===== config.mk =====
export PLATFORM = sky130hd
export DESIGN_NAME = smsd_cell
export DESIGN_NICKNAME = d
export VERILOG_FILES = /design/src/rtl/smsd_pkg.sv /design/src/rtl/smsd_cell.sv
export SDC_FILE = /design/constraint.sdc
export NUM_CORES = 1
export LEC_CHECK = 0
export BUFFER_PORTS_ARGS = -buffer_cell sky130_fd_sc_hd__buf_2
export CAP_MARGIN = 15
export CORE_ASPECT_RATIO = 1.2
export CORE_MARGIN = 1
export CORE_UTILIZATION = 44
export CTS_CLUSTER_DIAMETER = 30
export CTS_CLUSTER_SIZE = 10
export DETAILED_ROUTE_END_ITERATION = 16
export GPL_TIMING_DRIVEN = 0
export PLACE_DENSITY = 0.79
export RECOVER_POWER = 100
export SLEW_MARGIN = 20
export SYNTH_ARGS = -nofsm -noshare
export SYNTH_HDL_FRONTEND = slang
export SYNTH_SLANG_ARGS = --single-unit

===== constraint.sdc =====
create_clock -name clk -period 3.5 [get_ports clk]
set_clock_uncertainty 0.2 [all_clocks]
set_input_delay 0.7 -clock clk [delete_from_list [all_inputs] [get_ports clk]]
set_output_delay 0.7 -clock clk [all_outputs]
set_load 0.05 [all_outputs]

===== src/rtl/smsd_pkg.sv =====
// Shared constants and types for the sliding median spike detector.
package smsd_pkg;

	localparam int BIN_COUNT_DEF  = 256;
	localparam int WINDOW_MAX_DEF = 256;

	localparam int SAMPLE_W    = 8;
	localparam int WLEN_W      = 9;
	localparam int TWICE_W     = 9;
	localparam int TOTAL_W     = 32;
	localparam int OUT_FIELD_W = 1 + TWICE_W + TOTAL_W;
	localparam int OUT_TDATA_W = ((OUT_FIELD_W + 7) / 8) * 8;
	localparam int OUT_PAD_W   = OUT_TDATA_W - OUT_FIELD_W;

	// control part of the scan token that walks the cell row
	typedef struct packed {
		logic valid;
		logic clear;
		logic scan;
		logic found1;
		logic found2;
	} tok_ctl_t;

	typedef enum logic [2:0] {
		ST_IDLE,
		ST_FETCH,
		ST_LATCH,
		ST_LAUNCH,
		ST_SCAN,
		ST_DONE
	} state_t;

endpackage


===== src/rtl/smsd_cell.sv =====
// One histogram bin: holds its count, adds it to the passing cumulative sum.
module smsd_cell #(
	parameter int BIN_COUNT  = smsd_pkg::BIN_COUNT_DEF,
	parameter int WINDOW_MAX = smsd_pkg::WINDOW_MAX_DEF,
	parameter int IDX        = 0,
	localparam int W_EFF     = (WINDOW_MAX < 511) ? WINDOW_MAX : 511,
	localparam int CW        = $clog2(W_EFF + 1),
	localparam int BW        = $clog2(BIN_COUNT)
) (
	input  logic               clk,
	input  logic               arst_n,
	input  smsd_pkg::tok_ctl_t tok_in,
	input  logic [CW-1:0]      cum_in,
	input  logic [BW-1:0]      b1_in,
	input  logic [BW-1:0]      b2_in,
	input  logic [CW-1:0]      rank1,
	input  logic [CW-1:0]      rank2,
	input  logic [BW-1:0]      inc_bin,
	input  logic [BW-1:0]      dec_bin,
	output smsd_pkg::tok_ctl_t tok_out,
	output logic [CW-1:0]      cum_out,
	output logic [BW-1:0]      b1_out,
	output logic [BW-1:0]      b2_out
);

	localparam logic [BW-1:0] MY_BIN = BW'(IDX);

	logic [CW-1:0]      count_q;
	smsd_pkg::tok_ctl_t tok_q;
	logic [CW-1:0]      cum_q;
	logic [BW-1:0]      b1_q;
	logic [BW-1:0]      b2_q;

	logic [CW-1:0]      base;
	logic [CW-1:0]      sum;
	logic               hit1;
	logic               hit2;
	logic               dec;
	logic               inc;
	logic [CW-1:0]      count_d;
	smsd_pkg::tok_ctl_t tok_d;

	always_comb begin
		base    = tok_in.clear ? '0 : count_q;
		sum     = cum_in + base;
		hit1    = tok_in.scan && !tok_in.found1 && (sum >= rank1);
		hit2    = tok_in.scan && !tok_in.found2 && (sum >= rank2);
		dec     = tok_in.scan && (dec_bin == MY_BIN) && (base != '0);
		inc     = (inc_bin == MY_BIN);
		count_d = base - CW'(dec) + CW'(inc);
		tok_d        = tok_in;
		tok_d.found1 = tok_in.found1 | hit1;
		tok_d.found2 = tok_in.found2 | hit2;
	end

	always_ff @(posedge clk or negedge arst_n) begin
		if (!arst_n) begin
			tok_q <= '0;
		end else begin
			tok_q <= tok_d;
		end
	end

	always_ff @(posedge clk) begin
		cum_q <= sum;
		b1_q  <= hit1 ? MY_BIN : b1_in;
		b2_q  <= hit2 ? MY_BIN : b2_in;
		if (tok_in.valid) begin
			count_q <= count_d;
		end
	end

	assign tok_out = tok_q;
	assign cum_out = cum_q;
	assign b1_out  = b1_q;
	assign b2_out  = b2_q;

endmodule


==> flow_metrics.tcl <==
set metrics [dict create \
    criticalPathCategory "in -> reg" \
    power_density_nw_per_um2 631 \
    antenna_found_initial 0 \
    fmax_mhz 277 \
    start_util_pct 46.6 \
    mostFrequentLayoutCell "buf_2" \
    p_clk_share_pct 17.3 \
    syn_inst 240 \
    diodes 0 \
    cap_viol_max_count 0 \
    num_rows 28 \
    endpoint_kind "flip-flop" \
    r2r_start "count_q[2]" \
    layout_common_cells "buf_2 (61), clkbuf_1 (33), inv_1 (26)" \
    hold_viol_final 0 \
    die_x_um 68.7 \
    yosysTopAreaCell "dfxtp_1" \
    finalWirelength_um 6290 \
    rsz0062_at_grt "yes" \
    final_layout_size_suffix_gt1_share_pct 35.7 \
    multiInputGateArea_um2 1540 \
    worst_ep_arrival_time_ps 3600 \
    place_inst 395 \
    first_pass_iters 4 \
    cts_sinks 39 \
    ir_drop_uv 379 \
    cts_inserted_buffers 5 \
    drtAntennaViolNets 0 \
    ys_seq_area_share_pct 38.1 \
    cp-start-kind "input pin" \
    max-slew-margin-rel_pct 54.3 \
    power.switching_w 0.000903 \
    netlist_area_um2 2350 \
    hold_path.class "in -> reg" \
    grt_pass1_wl_um 8580 \
    p_comb_share_pct 53.5 \
    drtIter0Drc 64 \
    grt_use_total_pct 20.7 \
    first_global_vias 1975 \
    cts_tree "built" \
    holdCritStartpoint "tok_in[2]" \
    ys.flop_type "dfxtp_1" \
    fillers 395 \
    seqPwrFrac_pct 29.1 \
    final.setup.worst_slack_ps -105 \
    ys_types 48 \
    core-area_um2 5040 \
    switching_share_pct 42.3 \
    ios 96 \
    drc 0 \
    ys_ff_latch 39 \
    syn_area_per_cell_um2 9.80 \
    reg2reg_depth 16 \
    area_delta_synth_final_pct 43.7 \
    worstMarginPinSlew_ps 686 \
    ys_warn_count 0 \
    dr_total_vias 2220 \
    htree_levels 2 \
    wire_per_inst_um 14.8 \
    min_period_over_period_pct 103 \
    fin_nets 462 \
    clkLatencyLatePin_ps 300 \
    status "finished with violations" \
    cts-root-buf "clkbuf_8" \
    synth.top_cell.area_share_pct 21.3 \
    synth_edf_count 9 \
    ys_top_cells_by_area "dfxtp_1 (21%), ha_1 (17%), edfxtp_1 (11%)" \
    chipHeight_um 82.1 \
    place.port_buffers 95 \
    post-dp-hpwl_um 4410 \
    whs_path_depth 1 \
    final_cell_count_no_fill 424 \
    vias_per_cell 5.24 \
    p_leak_nw 1.59 \
    clk_pin_slew_worst_paths_ps 70 \
    clock_path_buffers 2 \
    grt_max_degree 13 \
    routabilityCongestion 0.831 \
    syn_nets 339 \
    critPathLaunch "tok_in[3]" \
    grt_overflow 0 \
    setup-violations-final 19 \
    period_needed_ps 3600 \
    required_ps 3490 \
    async_reset_ff_share_pct 12.8 \
    die-area_um2 5640 \
    register_area_um2 896 \
    violations "negative setup slack" \
    timing.final.max_slew_violations 0 \
    p_int_w 0.00123 \
    dp_slack_ps -575 \
    cp_max_fo 8 \
]
[synth_stat cells (3+ instances only)]
master and n:
edfxtp_1 9, nand2_1 10, ha_1 32, nand3_1 6, xor2_1 7, nor4_1 3, and2_1 9, dfrtp_1 5
a31oi_1 4, dfxtp_1 25, nor3_1 3, o21ai_0 4, nor2b_1 12, a21oi_1 10, nor2_1 16, xnor2_1 13
o21a_1 3, a21o_1 6, inv_1 29
[layout make-up]
type / count / area share (%)
Inverter: 29 / 3.37
Buffer: 2 / 0.666
Sequential cell: 39 / 26.5
Timing Repair Buffer: 116 / 18.3
Clock buffer: 7 / 3.18
Multi-Input combinational cell: 170 / 45.6
Clock inverter: 1 / 0.148
Tap cell: 60 / 2.22
[path summary, 6_finish.rpt]
path / end / slack (ps)
worst max-delay path: b1_out[1] / -100
worst min-delay path: tok_out[2] / 370
worst max register to register: b1_out[1] / -60
worst min register to register: cum_out[0] / 510
max in group asynchronous: tok_out[0] / 2260
min in group asynchronous: tok_out[4] / 590
[cells by family (layout without fill, tap and decap cells)]
logic type	after synthesis	count (layout)	synth area share, %
mux	1	1	0.426
simple gates	72	72	16.7
xor+xnor	20	20	7.45
fa+ha+maj	34	34	18.3
compound gates	43	43	13.9
flops	39	39	38.1
buf+inv	31	155	5.16
[power by group through the flow]
stage               Combinational, W  Clock (W)  Sequential (W)
finish                       0.00114   0.000370        0.000622
global route                 0.00123   0.000391        0.000634
CTS                          0.00106   0.000378        0.000619
detailed placement          0.000982          0        0.000638
global placement            0.000966          0        0.000633
floorplan                   0.000504          0        0.000890
[what timing repair did]
item / in CTS / in global routing
gates cloned: 0 / 0
resized for setup: 11 / 10
setup buffers: 12 / 8
setup endpoints to repair: 20 / 20
hold buffers: 1 / 0
pin swaps: 22 / 20
hold endpoints to repair: 1 / 0
[metal layers]
metal	global-route usage, %	vias to the layer above	wire length (um)
met5	0	-	0
met4	7.55	0	127
met3	4.40	14	542
met2	39.0	107	3250
met1	22.0	1011	2360
li1	-	1088	-
[flip-flops by register name, indices dropped and copies added, names as in the netlist]
| signal | flops |
|---|---|
| cum_out | 9 |
| b1_out | 8 |
| tok_out | 5 |
| count_q | 9 |
| b2_out | 8 |
[worst max-delay path, cell delays in order]
cell and delay, ps:
buf_12 90, nand2b_4 140, inv_4 40, ha_4 290, nand4b_1 170, o211ai_4 150
buf_4 150, nand3_1 90, o211ai_2 130, nor4b_2 80, a211o_1 290, ha_4 290
and3_4 170, nand3_2 60, or3_1 320, o32a_1 240, and2_1 190
[stage by stage]
step | hold WS (ps) | util (%) | total power, W | instance area (um2) | TNS, ps
4_1_cts | 351 | 65.2 | 0.00206 | 3290 | -2070
6_report | 374 | 67.0 | 0.00213 | 3380 | -1580
3_5_place_dp | 329 | 59.9 | 0.00162 | 3020 | -11050
5_1_grt | 389 | 67.0 | 0.00226 | 3380 | -3850
2_1_floorplan | 204 | - | 0.00139 | 2470 | -205
3_3_place_gp | 325 | 59.9 | 0.00160 | 3020 | -10050
Note: power is estimated with default switching activity, not from simulation.
