===== src/rtl/smsd_pkg.sv =====
// Shared constants and types for the sliding median spike detector.
package smsd_pkg;

	localparam int BIN_COUNT_DEF  = 256;
	localparam int WINDOW_MAX_DEF = 256;

	localparam int SAMPLE_W    = 8;
	localparam int WLEN_W      = 9;
	localparam int TWICE_W     = 9;
	localparam int TOTAL_W     = 32;
	localparam int OUT_FIELD_W = 1 + TWICE_W + TOTAL_W;
	localparam int OUT_TDATA_W = ((OUT_FIELD_W + 7) / 8) * 8;
	localparam int OUT_PAD_W   = OUT_TDATA_W - OUT_FIELD_W;

	// control part of the scan token that walks the cell row
	typedef struct packed {
		logic valid;
		logic clear;
		logic scan;
		logic found1;
		logic found2;
	} tok_ctl_t;

	typedef enum logic [2:0] {
		ST_IDLE,
		ST_FETCH,
		ST_LATCH,
		ST_LAUNCH,
		ST_SCAN,
		ST_DONE
	} state_t;

endpackage


===== src/rtl/smsd_ctrl.sv =====
// Sequencer: stream handshake, window bookkeeping, sample delay line, result.
module smsd_ctrl #(
	parameter int BIN_COUNT  = smsd_pkg::BIN_COUNT_DEF,
	parameter int WINDOW_MAX = smsd_pkg::WINDOW_MAX_DEF,
	localparam int W_EFF     = (WINDOW_MAX < 511) ? WINDOW_MAX : 511,
	localparam int CW        = $clog2(W_EFF + 1),
	localparam int BW        = $clog2(BIN_COUNT),
	localparam int PW        = (WINDOW_MAX > 1) ? $clog2(WINDOW_MAX) : 1,
	localparam int SW        = $clog2(WINDOW_MAX + 1) + 1,
	localparam int MW        = (BW + 1 > smsd_pkg::SAMPLE_W) ? BW + 1 : smsd_pkg::SAMPLE_W
) (
	input  logic                               clk,
	input  logic                               arst_n,
	input  logic                               s_tvalid,
	output logic                               s_tready,
	input  logic [smsd_pkg::SAMPLE_W-1:0]      s_tdata,
	input  logic                               s_tuser,
	output logic                               m_tvalid,
	input  logic                               m_tready,
	output logic [smsd_pkg::OUT_TDATA_W-1:0]   m_tdata,
	input  logic                               cfg_wr_en,
	input  logic [smsd_pkg::WLEN_W-1:0]        cfg_wr_data,
	output smsd_pkg::tok_ctl_t                 launch_tok,
	output logic [CW-1:0]                      rank1,
	output logic [CW-1:0]                      rank2,
	output logic [BW-1:0]                      inc_bin,
	output logic [BW-1:0]                      dec_bin,
	input  smsd_pkg::tok_ctl_t                 end_tok,
	input  logic [BW-1:0]                      end_b1,
	input  logic [BW-1:0]                      end_b2
);

	smsd_pkg::state_t state_q;
	smsd_pkg::state_t state_d;

	logic [smsd_pkg::WLEN_W-1:0]   window_q;
	logic [CW-1:0]                 fill_q;
	logic [PW-1:0]                 ptr_q;
	logic [smsd_pkg::TOTAL_W-1:0]  alert_cnt_q;
	logic                          pending_clear_q;

	logic [smsd_pkg::SAMPLE_W-1:0] sample_q;
	logic [BW-1:0]                 inc_bin_q;
	logic [BW-1:0]                 dec_bin_q;
	logic [CW-1:0]                 rank1_q;
	logic [CW-1:0]                 rank2_q;
	logic                          scan_q;
	logic                          clear_q;
	logic [PW-1:0]                 slot_q;
	logic [PW-1:0]                 wr_ptr_q;
	logic [smsd_pkg::SAMPLE_W-1:0] rd_data_q;
	logic [BW:0]                   twice_q;

	logic [smsd_pkg::SAMPLE_W-1:0] hist_mem [WINDOW_MAX];

	logic                          out_valid_q;
	logic                          out_alert_q;
	logic [smsd_pkg::TWICE_W-1:0]  out_twice_q;
	logic [smsd_pkg::TOTAL_W-1:0]  out_total_q;

	logic                          accept;
	logic                          load_out;
	logic [smsd_pkg::WLEN_W-1:0]   w0;
	logic [CW-1:0]                 w_act;
	logic                          clr;
	logic [CW-1:0]                 fill_eff;
	logic [PW-1:0]                 ptr_eff;
	logic [PW-1:0]                 ptr_next;
	logic                          scan_d;
	logic [CW-1:0]                 half;
	logic [CW-1:0]                 rank1_d;
	logic [CW-1:0]                 rank2_d;
	logic [SW-1:0]                 ptr_ext;
	logic [SW-1:0]                 w_ext;
	logic [PW-1:0]                 slot_d;
	logic [BW-1:0]                 bin_d;
	logic [BW:0]                   twice_sum;
	logic                          alert_d;
	logic [smsd_pkg::TOTAL_W-1:0]  total_d;

	always_comb begin
		w0       = (window_q == '0) ? smsd_pkg::WLEN_W'(1) : window_q;
		w_act    = CW'((int'(w0) > WINDOW_MAX) ? WINDOW_MAX : int'(w0));
		clr      = s_tuser | pending_clear_q;
		fill_eff = clr ? '0 : fill_q;
		ptr_eff  = clr ? '0 : ptr_q;
		ptr_next = (int'(ptr_eff) == WINDOW_MAX - 1) ? '0 : ptr_eff + PW'(1);
		scan_d   = (fill_eff >= w_act);
		half     = w_act >> 1;
		rank2_d  = half + CW'(1);
		rank1_d  = w_act[0] ? rank2_d : half;
		ptr_ext  = SW'(ptr_eff);
		w_ext    = SW'(w_act);
		slot_d   = (ptr_ext >= w_ext) ? PW'(ptr_ext - w_ext)
		                              : PW'(ptr_ext + SW'(WINDOW_MAX) - w_ext);
		bin_d    = (int'(s_tdata) > BIN_COUNT - 1) ? BW'(BIN_COUNT - 1) : BW'(s_tdata);
		twice_sum = (BW + 1)'(end_b1) + (BW + 1)'(end_b2);
		alert_d  = (MW'(sample_q) >= MW'(twice_q));
		total_d  = (alert_d && (alert_cnt_q != '1)) ? alert_cnt_q + 1'b1 : alert_cnt_q;
	end

	// next state and handshake
	always_comb begin
		state_d  = state_q;
		s_tready = 1'b0;
		accept   = 1'b0;
		load_out = 1'b0;
		unique case (state_q)
			smsd_pkg::ST_IDLE: begin
				s_tready = 1'b1;
				if (s_tvalid) begin
					accept  = 1'b1;
					state_d = smsd_pkg::ST_FETCH;
				end
			end
			smsd_pkg::ST_FETCH:  state_d = smsd_pkg::ST_LATCH;
			smsd_pkg::ST_LATCH:  state_d = smsd_pkg::ST_LAUNCH;
			smsd_pkg::ST_LAUNCH: state_d = smsd_pkg::ST_SCAN;
			smsd_pkg::ST_SCAN: begin
				if (end_tok.valid) begin
					state_d = scan_q ? smsd_pkg::ST_DONE : smsd_pkg::ST_IDLE;
				end
			end
			smsd_pkg::ST_DONE: begin
				if (!out_valid_q || m_tready) begin
					load_out = 1'b1;
					state_d  = smsd_pkg::ST_IDLE;
				end
			end
			default: state_d = smsd_pkg::ST_IDLE;
		endcase
	end

	always_ff @(posedge clk or negedge arst_n) begin
		if (!arst_n) begin
			state_q <= smsd_pkg::ST_IDLE;
		end else begin
			state_q <= state_d;
		end
	end

	always_ff @(posedge clk or negedge arst_n) begin
		if (!arst_n) begin
			window_q        <= smsd_pkg::WLEN_W'(1);
			fill_q          <= '0;
			ptr_q           <= '0;
			alert_cnt_q     <= '0;
			pending_clear_q <= 1'b1;
			out_valid_q     <= 1'b0;
		end else begin
			if (cfg_wr_en) begin
				window_q        <= cfg_wr_data;
				fill_q          <= '0;
				ptr_q           <= '0;
				alert_cnt_q     <= '0;
				pending_clear_q <= 1'b1;
			end else if (accept) begin
				pending_clear_q <= 1'b0;
				fill_q          <= scan_d ? fill_eff : fill_eff + CW'(1);
				ptr_q           <= ptr_next;
				if (clr) begin
					alert_cnt_q <= '0;
				end
			end else if (load_out) begin
				alert_cnt_q <= total_d;
			end
			if (load_out) begin
				out_valid_q <= 1'b1;
			end else if (m_tready) begin
				out_valid_q <= 1'b0;
			end
		end
	end

	always_ff @(posedge clk) begin
		if (accept) begin
			sample_q  <= s_tdata;
			inc_bin_q <= bin_d;
			rank1_q   <= rank1_d;
			rank2_q   <= rank2_d;
			scan_q    <= scan_d;
			clear_q   <= clr;
			slot_q    <= slot_d;
			wr_ptr_q  <= ptr_eff;
		end
		rd_data_q <= hist_mem[slot_q];
		if (state_q == smsd_pkg::ST_LATCH) begin
			dec_bin_q          <= BW'(rd_data_q);
			hist_mem[wr_ptr_q] <= smsd_pkg::SAMPLE_W'(inc_bin_q);
		end
		if (state_q == smsd_pkg::ST_SCAN && end_tok.valid) begin
			twice_q <= twice_sum;
		end
		if (load_out) begin
			out_alert_q <= alert_d;
			out_twice_q <= smsd_pkg::TWICE_W'(twice_q);
			out_total_q <= total_d;
		end
	end

	always_comb begin
		launch_tok        = '0;
		launch_tok.valid  = (state_q == smsd_pkg::ST_LAUNCH);
		launch_tok.clear  = clear_q;
		launch_tok.scan   = scan_q;
	end

	assign rank1    = rank1_q;
	assign rank2    = rank2_q;
	assign inc_bin  = inc_bin_q;
	assign dec_bin  = dec_bin_q;
	assign m_tvalid = out_valid_q;
	assign m_tdata  = {{smsd_pkg::OUT_PAD_W{1'b0}}, out_total_q, out_twice_q, out_alert_q};

endmodule


===== config.mk =====
export PLATFORM = sky130hd
export DESIGN_NAME = smsd_ctrl
export DESIGN_NICKNAME = d
export VERILOG_FILES = /design/src/rtl/smsd_pkg.sv /design/src/rtl/smsd_ctrl.sv
export SDC_FILE = /design/constraint.sdc
export NUM_CORES = 2
export LEC_CHECK = 0
export BUFFER_PORTS_ARGS = -buffer_cell sky130_fd_sc_hd__buf_4
export CAP_MARGIN = 15
export CORE_MARGIN = 5
export CORE_UTILIZATION = 39
export CTS_CLUSTER_DIAMETER = 50
export CTS_CLUSTER_SIZE = 30
export DETAILED_ROUTE_END_ITERATION = 16
export PLACE_DENSITY = 0.59
export REMOVE_ABC_BUFFERS = 1
export SLEW_MARGIN = 25
export SYNTH_ARGS = -nofsm -noshare
export SYNTH_HDL_FRONTEND = slang
export SYNTH_SLANG_ARGS = --single-unit

===== constraint.sdc =====
create_clock -name clk -period 9.8 [get_ports clk]
set_input_delay 0.49 -clock clk [delete_from_list [all_inputs] [get_ports clk]]
set_output_delay 0.49 -clock clk [all_outputs]
set_load 0.005 [all_outputs]

==> impl.org <==
** Setup path
- STA classifies the critical path endpoint as a primary output.
- Critical Path Fanout Max :: 65
- The largest individual stage delay along the critical path comes from the cell buf_4.
- CP cell instances :: buf_4, buf_4, buf_4, buf_16, buf_4, buf_4
- Launching point of the worst reg2reg path :: slot_q[0]
- Critical path origin :: inc_bin[0]
- By startpoint and endpoint, the worst setup path is classified as reg2out.
- Crit-path max cell delay :: 0.68 ns
- Among the stages of the critical path, the cell type that occurs most often is buf_4.
- Startpoint types :: flip-flop
- STA puts the critical path data required time at 9.31 ns.
- The critical path contains buffers and inverters numbering 6 combined.
- Worst path arrival time :: 4.21 ns
- In this design, the largest share of critical-path delay is due to buffers and inverters.

** Synth
- The mapped netlist covers 87900 um^2.
- Counting flops with a built-in enable in the synthesized netlist gives 2151.
- Of the total synthesized cell area, the portion taken by AND, OR, NAND and NOR gates is 0.0360.
- By area, the combinational part of the netlist is dominated by multiplexers.
- Avg Cell Area, Syn :: 20.6 um^2
- Post-synthesis adder-cell area fraction :: 0.00558
- Sequential share of the synthesized area :: 0.755
- The share of the synthesized area in compound gates (AO/OA/AOI/OAI) is 0.0229.
- In the synthesized netlist the dominant register cell turns out to be edfxtp_1.
- Count of state elements after synthesis :: 2222
- Synthesis instantiated 75 different standard cells from the library.
- Yosys warning count :: 0
- Count of mapped cells out of synthesis :: 4269
- Fraction of registers with async set or reset after synthesis :: 0.0284
- Of the total synthesized cell area, the portion taken by XOR and XNOR cells is 0.00538.
- Multiplexer fraction of the synthesized cell area :: 0.160

** GRT
- Grt total ovfl :: 0
- For met3 alone, demand over resource in global routing was 0.0307.
- Global-route track usage on met1 :: 0.251
- Busiest layer in global routing :: met2
- In the global route stage, met2 resource usage came out at 0.278.
- The first global-routing pass estimated 302000 um of wire.
- The number of antenna violations at the first check in global routing was 7.
- Pin count of the biggest net entering global routing :: 224
- Overall global routing resource usage :: 0.174
- The via count of the first global-routing pass is roughly 42000.

** Worst hold path
- Min-delay src :: end_b2[7]
- Worst hold path type :: in2reg

** Floorplanning
- For this configuration, the core starts out at a cell density of 0.391.
- The initialized floorplan defines between 150 and 200 standard-cell rows.
- I/O pin count :: 133
- The die is slightly below 500 um tall.
- The die covers 235000 um^2.
- The total area inside the core boundary comes to approximately 220000 um^2.
- From left edge to right edge, the die measures 485 um.

** Clock tree
- CTS tree :: done
- Number of buffers inserted by post-CTS setup repair :: 0
- Clock latency at the later pin of the worst-skew pair :: 0.84 ns
- CTS built an H-tree with a depth of 4.
- Sink count of the clock tree :: 2222
- Clock edge transition at the registers on the reported setup and hold paths :: 0.07 ns
- Number of clock buffers inserted by TritonCTS :: 163
- Number of gates given a new drive strength after cts :: 0
- The clock passes through at most 3 buffers.
- Master cell of the clock root buffer :: clkbuf_16

** Drt
- The routed design has 207000 um of wire.
- Number of DRC markers after the initial detailed-route iteration :: around 4300
- Routed vias/inst :: approximately 5.6
- Total via count in the routed design :: around 42000
- Drt pass-1 iters :: 5
- Remaining design rule violation count :: 0
- The count of nets left with antenna violations once routing finished came out at 0.
- Dividing the detail-routed wire length by the instance count gives 27.4 um.

** Timing
- For the finished layout, the period the worst path requires is 4.70 ns.
- On the final layout, the worst hold slack is roughly 0.072 ns.
- Pin slew with the least headroom to its limit :: 1.13 ns
- The number of pins exceeding their max-slew limit in the final report was 0.
- Setup-failing EPs final :: 0
- The number of hold violations in the final report was 0.
- Relative slew slack :: 0.245
- RSZ-0062 raised after global routing :: false
- For the final routed database, the setup TNS stands at 0 ns.
- Setup Skew :: 0.0436 ns
- In the finished design, the share of the clock period the worst path needs comes to 0.480.
- Derived from the worst setup path, the maximum achievable clock frequency is about 210 MHz.

** Cells and area
- Proportion of layout cells with a drive suffix above 1 :: 0.246
- In the final design database the tool counted 4501 nets.
- Area delta synth->final :: 11.9%
- The top cell types in the final layout, fill and taps aside, are edfxtp_1, mux4_2, nor2_1, buf_4, clkbuf_16.
- Most common library cell in the layout ignoring fill and taps :: edfxtp_1

** Pwr
- VDD sags by at most 0.224 mV.
- In this run the power density over the cells is about 220 nW/um^2.
- The analysis attributes to cell leakage a power of 30.5 nW.

** Placed design
- Input and output buffers added on the ports amount to 120.
- Global placer's final weighted congestion :: 0.783
- Once detailed placement completed, the half-perimeter wirelength came to around 120000 um.

** Run
- Max_cap viols :: 0

** Run status
- The run finished with clean final reports.
[Yosys cell counts (29+ instances only)]
library cell,count,share of area
o211ai_1,29,0.0025
nand2_1,118,0.0050
mux4_2,580,0.15
dfrtp_1,61,0.017
o22ai_1,30,0.0021
clkbuf_1,121,0.0052
inv_1,39,0.0017
o21ai_0,32,0.0018
nand3_1,65,0.0037
mux2i_1,87,0.0099
ha_1,36,0.0051
buf_2,71,0.0040
a21oi_1,55,0.0031
nor2_1,324,0.014
buf_4,36,0.0031
edfxtp_1,2151,0.74
[layout make-up]
cell class	instances	area (um^2)
fillers	18900	126000
flip-flops and latches	2222	66300
multi-input cells	1759	20300
clock buffers	176	4190
well taps	2992	3740
repair buffers	233	2010
clock inverters	130	1640
inverters	40	150
diodes	4	10.0
[timing repair]
action,4_1_cts,5_1_grt
hold buffers,22,0
endpoints found under the setup margin,0,0
hold endpoints to repair,81,0
[per-stage QoR]
stage	total power (W)	cells	instance area (um^2)	setup slack, ns	util
2_1_floorplan	0.0150	4021	86700	-14.70	-
3_3_place_gp	0.0150	7221	92200	5.06	0.411
3_5_place_dp	0.0151	7221	92200	5.10	0.411
4_1_cts	0.0223	7549	98300	4.82	0.438
5_1_grt	0.0228	7553	98400	4.87	0.438
6_report	0.0220	7556	98400	5.10	0.438
[layer usage]
metal / share of wire / vias to the layer above
li1: - / 18000
met1: 0.43 / 22700
met2: 0.48 / 1353
met3: 0.063 / 231
met4: 0.022 / 4
met5: 0.00015 / -
[cells by family (layout without fill, tap and decap cells)]
family                     after synthesis  count (layout)
other                                    1              14
buffers and inverters                  297             579
xor gates and xnor gates                54              54
adders and majority gates               38              38
AOI/OAI and AO/OA                      295             295
and+or+nand+nor                        685             685
muxes                                  677             677
DFF                                   2222            2222
[sequential cells by signal (all words and copies together) (netlist names), 3 cells and up]
signal,flops
out_total_q,32
rank1,9
ptr_q,8
slot_q,8
state_q,3
hist_mem,2048
rank2,9
fill_q,9
twice_q,9
wr_ptr_q,8
window_q,9
alert_cnt_q,32
inc_bin,8
dec_bin,8
rd_data_q,8
out_twice_q,9
[power breakdown]
group / leakage [nW] / switching [W] / internal [W]
Combinational: 7.47 / 0.00232 / 0.00140
Sequential: 20.3 / 0.000119 / 0.0110
Clock: 2.78 / 0.00371 / 0.00352
Total: 30.5 / 0.00615 / 0.0159
[final timing paths]
check / to / slack (ns) / cells after the start
setup reg to reg: rd_data_q[5] / 5.26 / 7
hold / removal: twice_q[8] / 0.07 / 3
min in group asynchronous: alert_cnt_q[26] / 0.34 / 2
hold reg to reg: dec_bin[2] / 0.42 / 0
setup / recovery: inc_bin[0] / 5.10 / 6
max in group asynchronous: window_q[6] / 8.88 / 2
[tightest hold or removal path, delay by kind of cell]
family | cells | cell delay, ns
AO/OA/AOI/OAI | 1 | 0.08
adder cells (fa/ha/maj) | 1 | 0.13
buffers and inverters | 1 | 0.08
No activity file was read; power rests on OpenSTA's default activity.
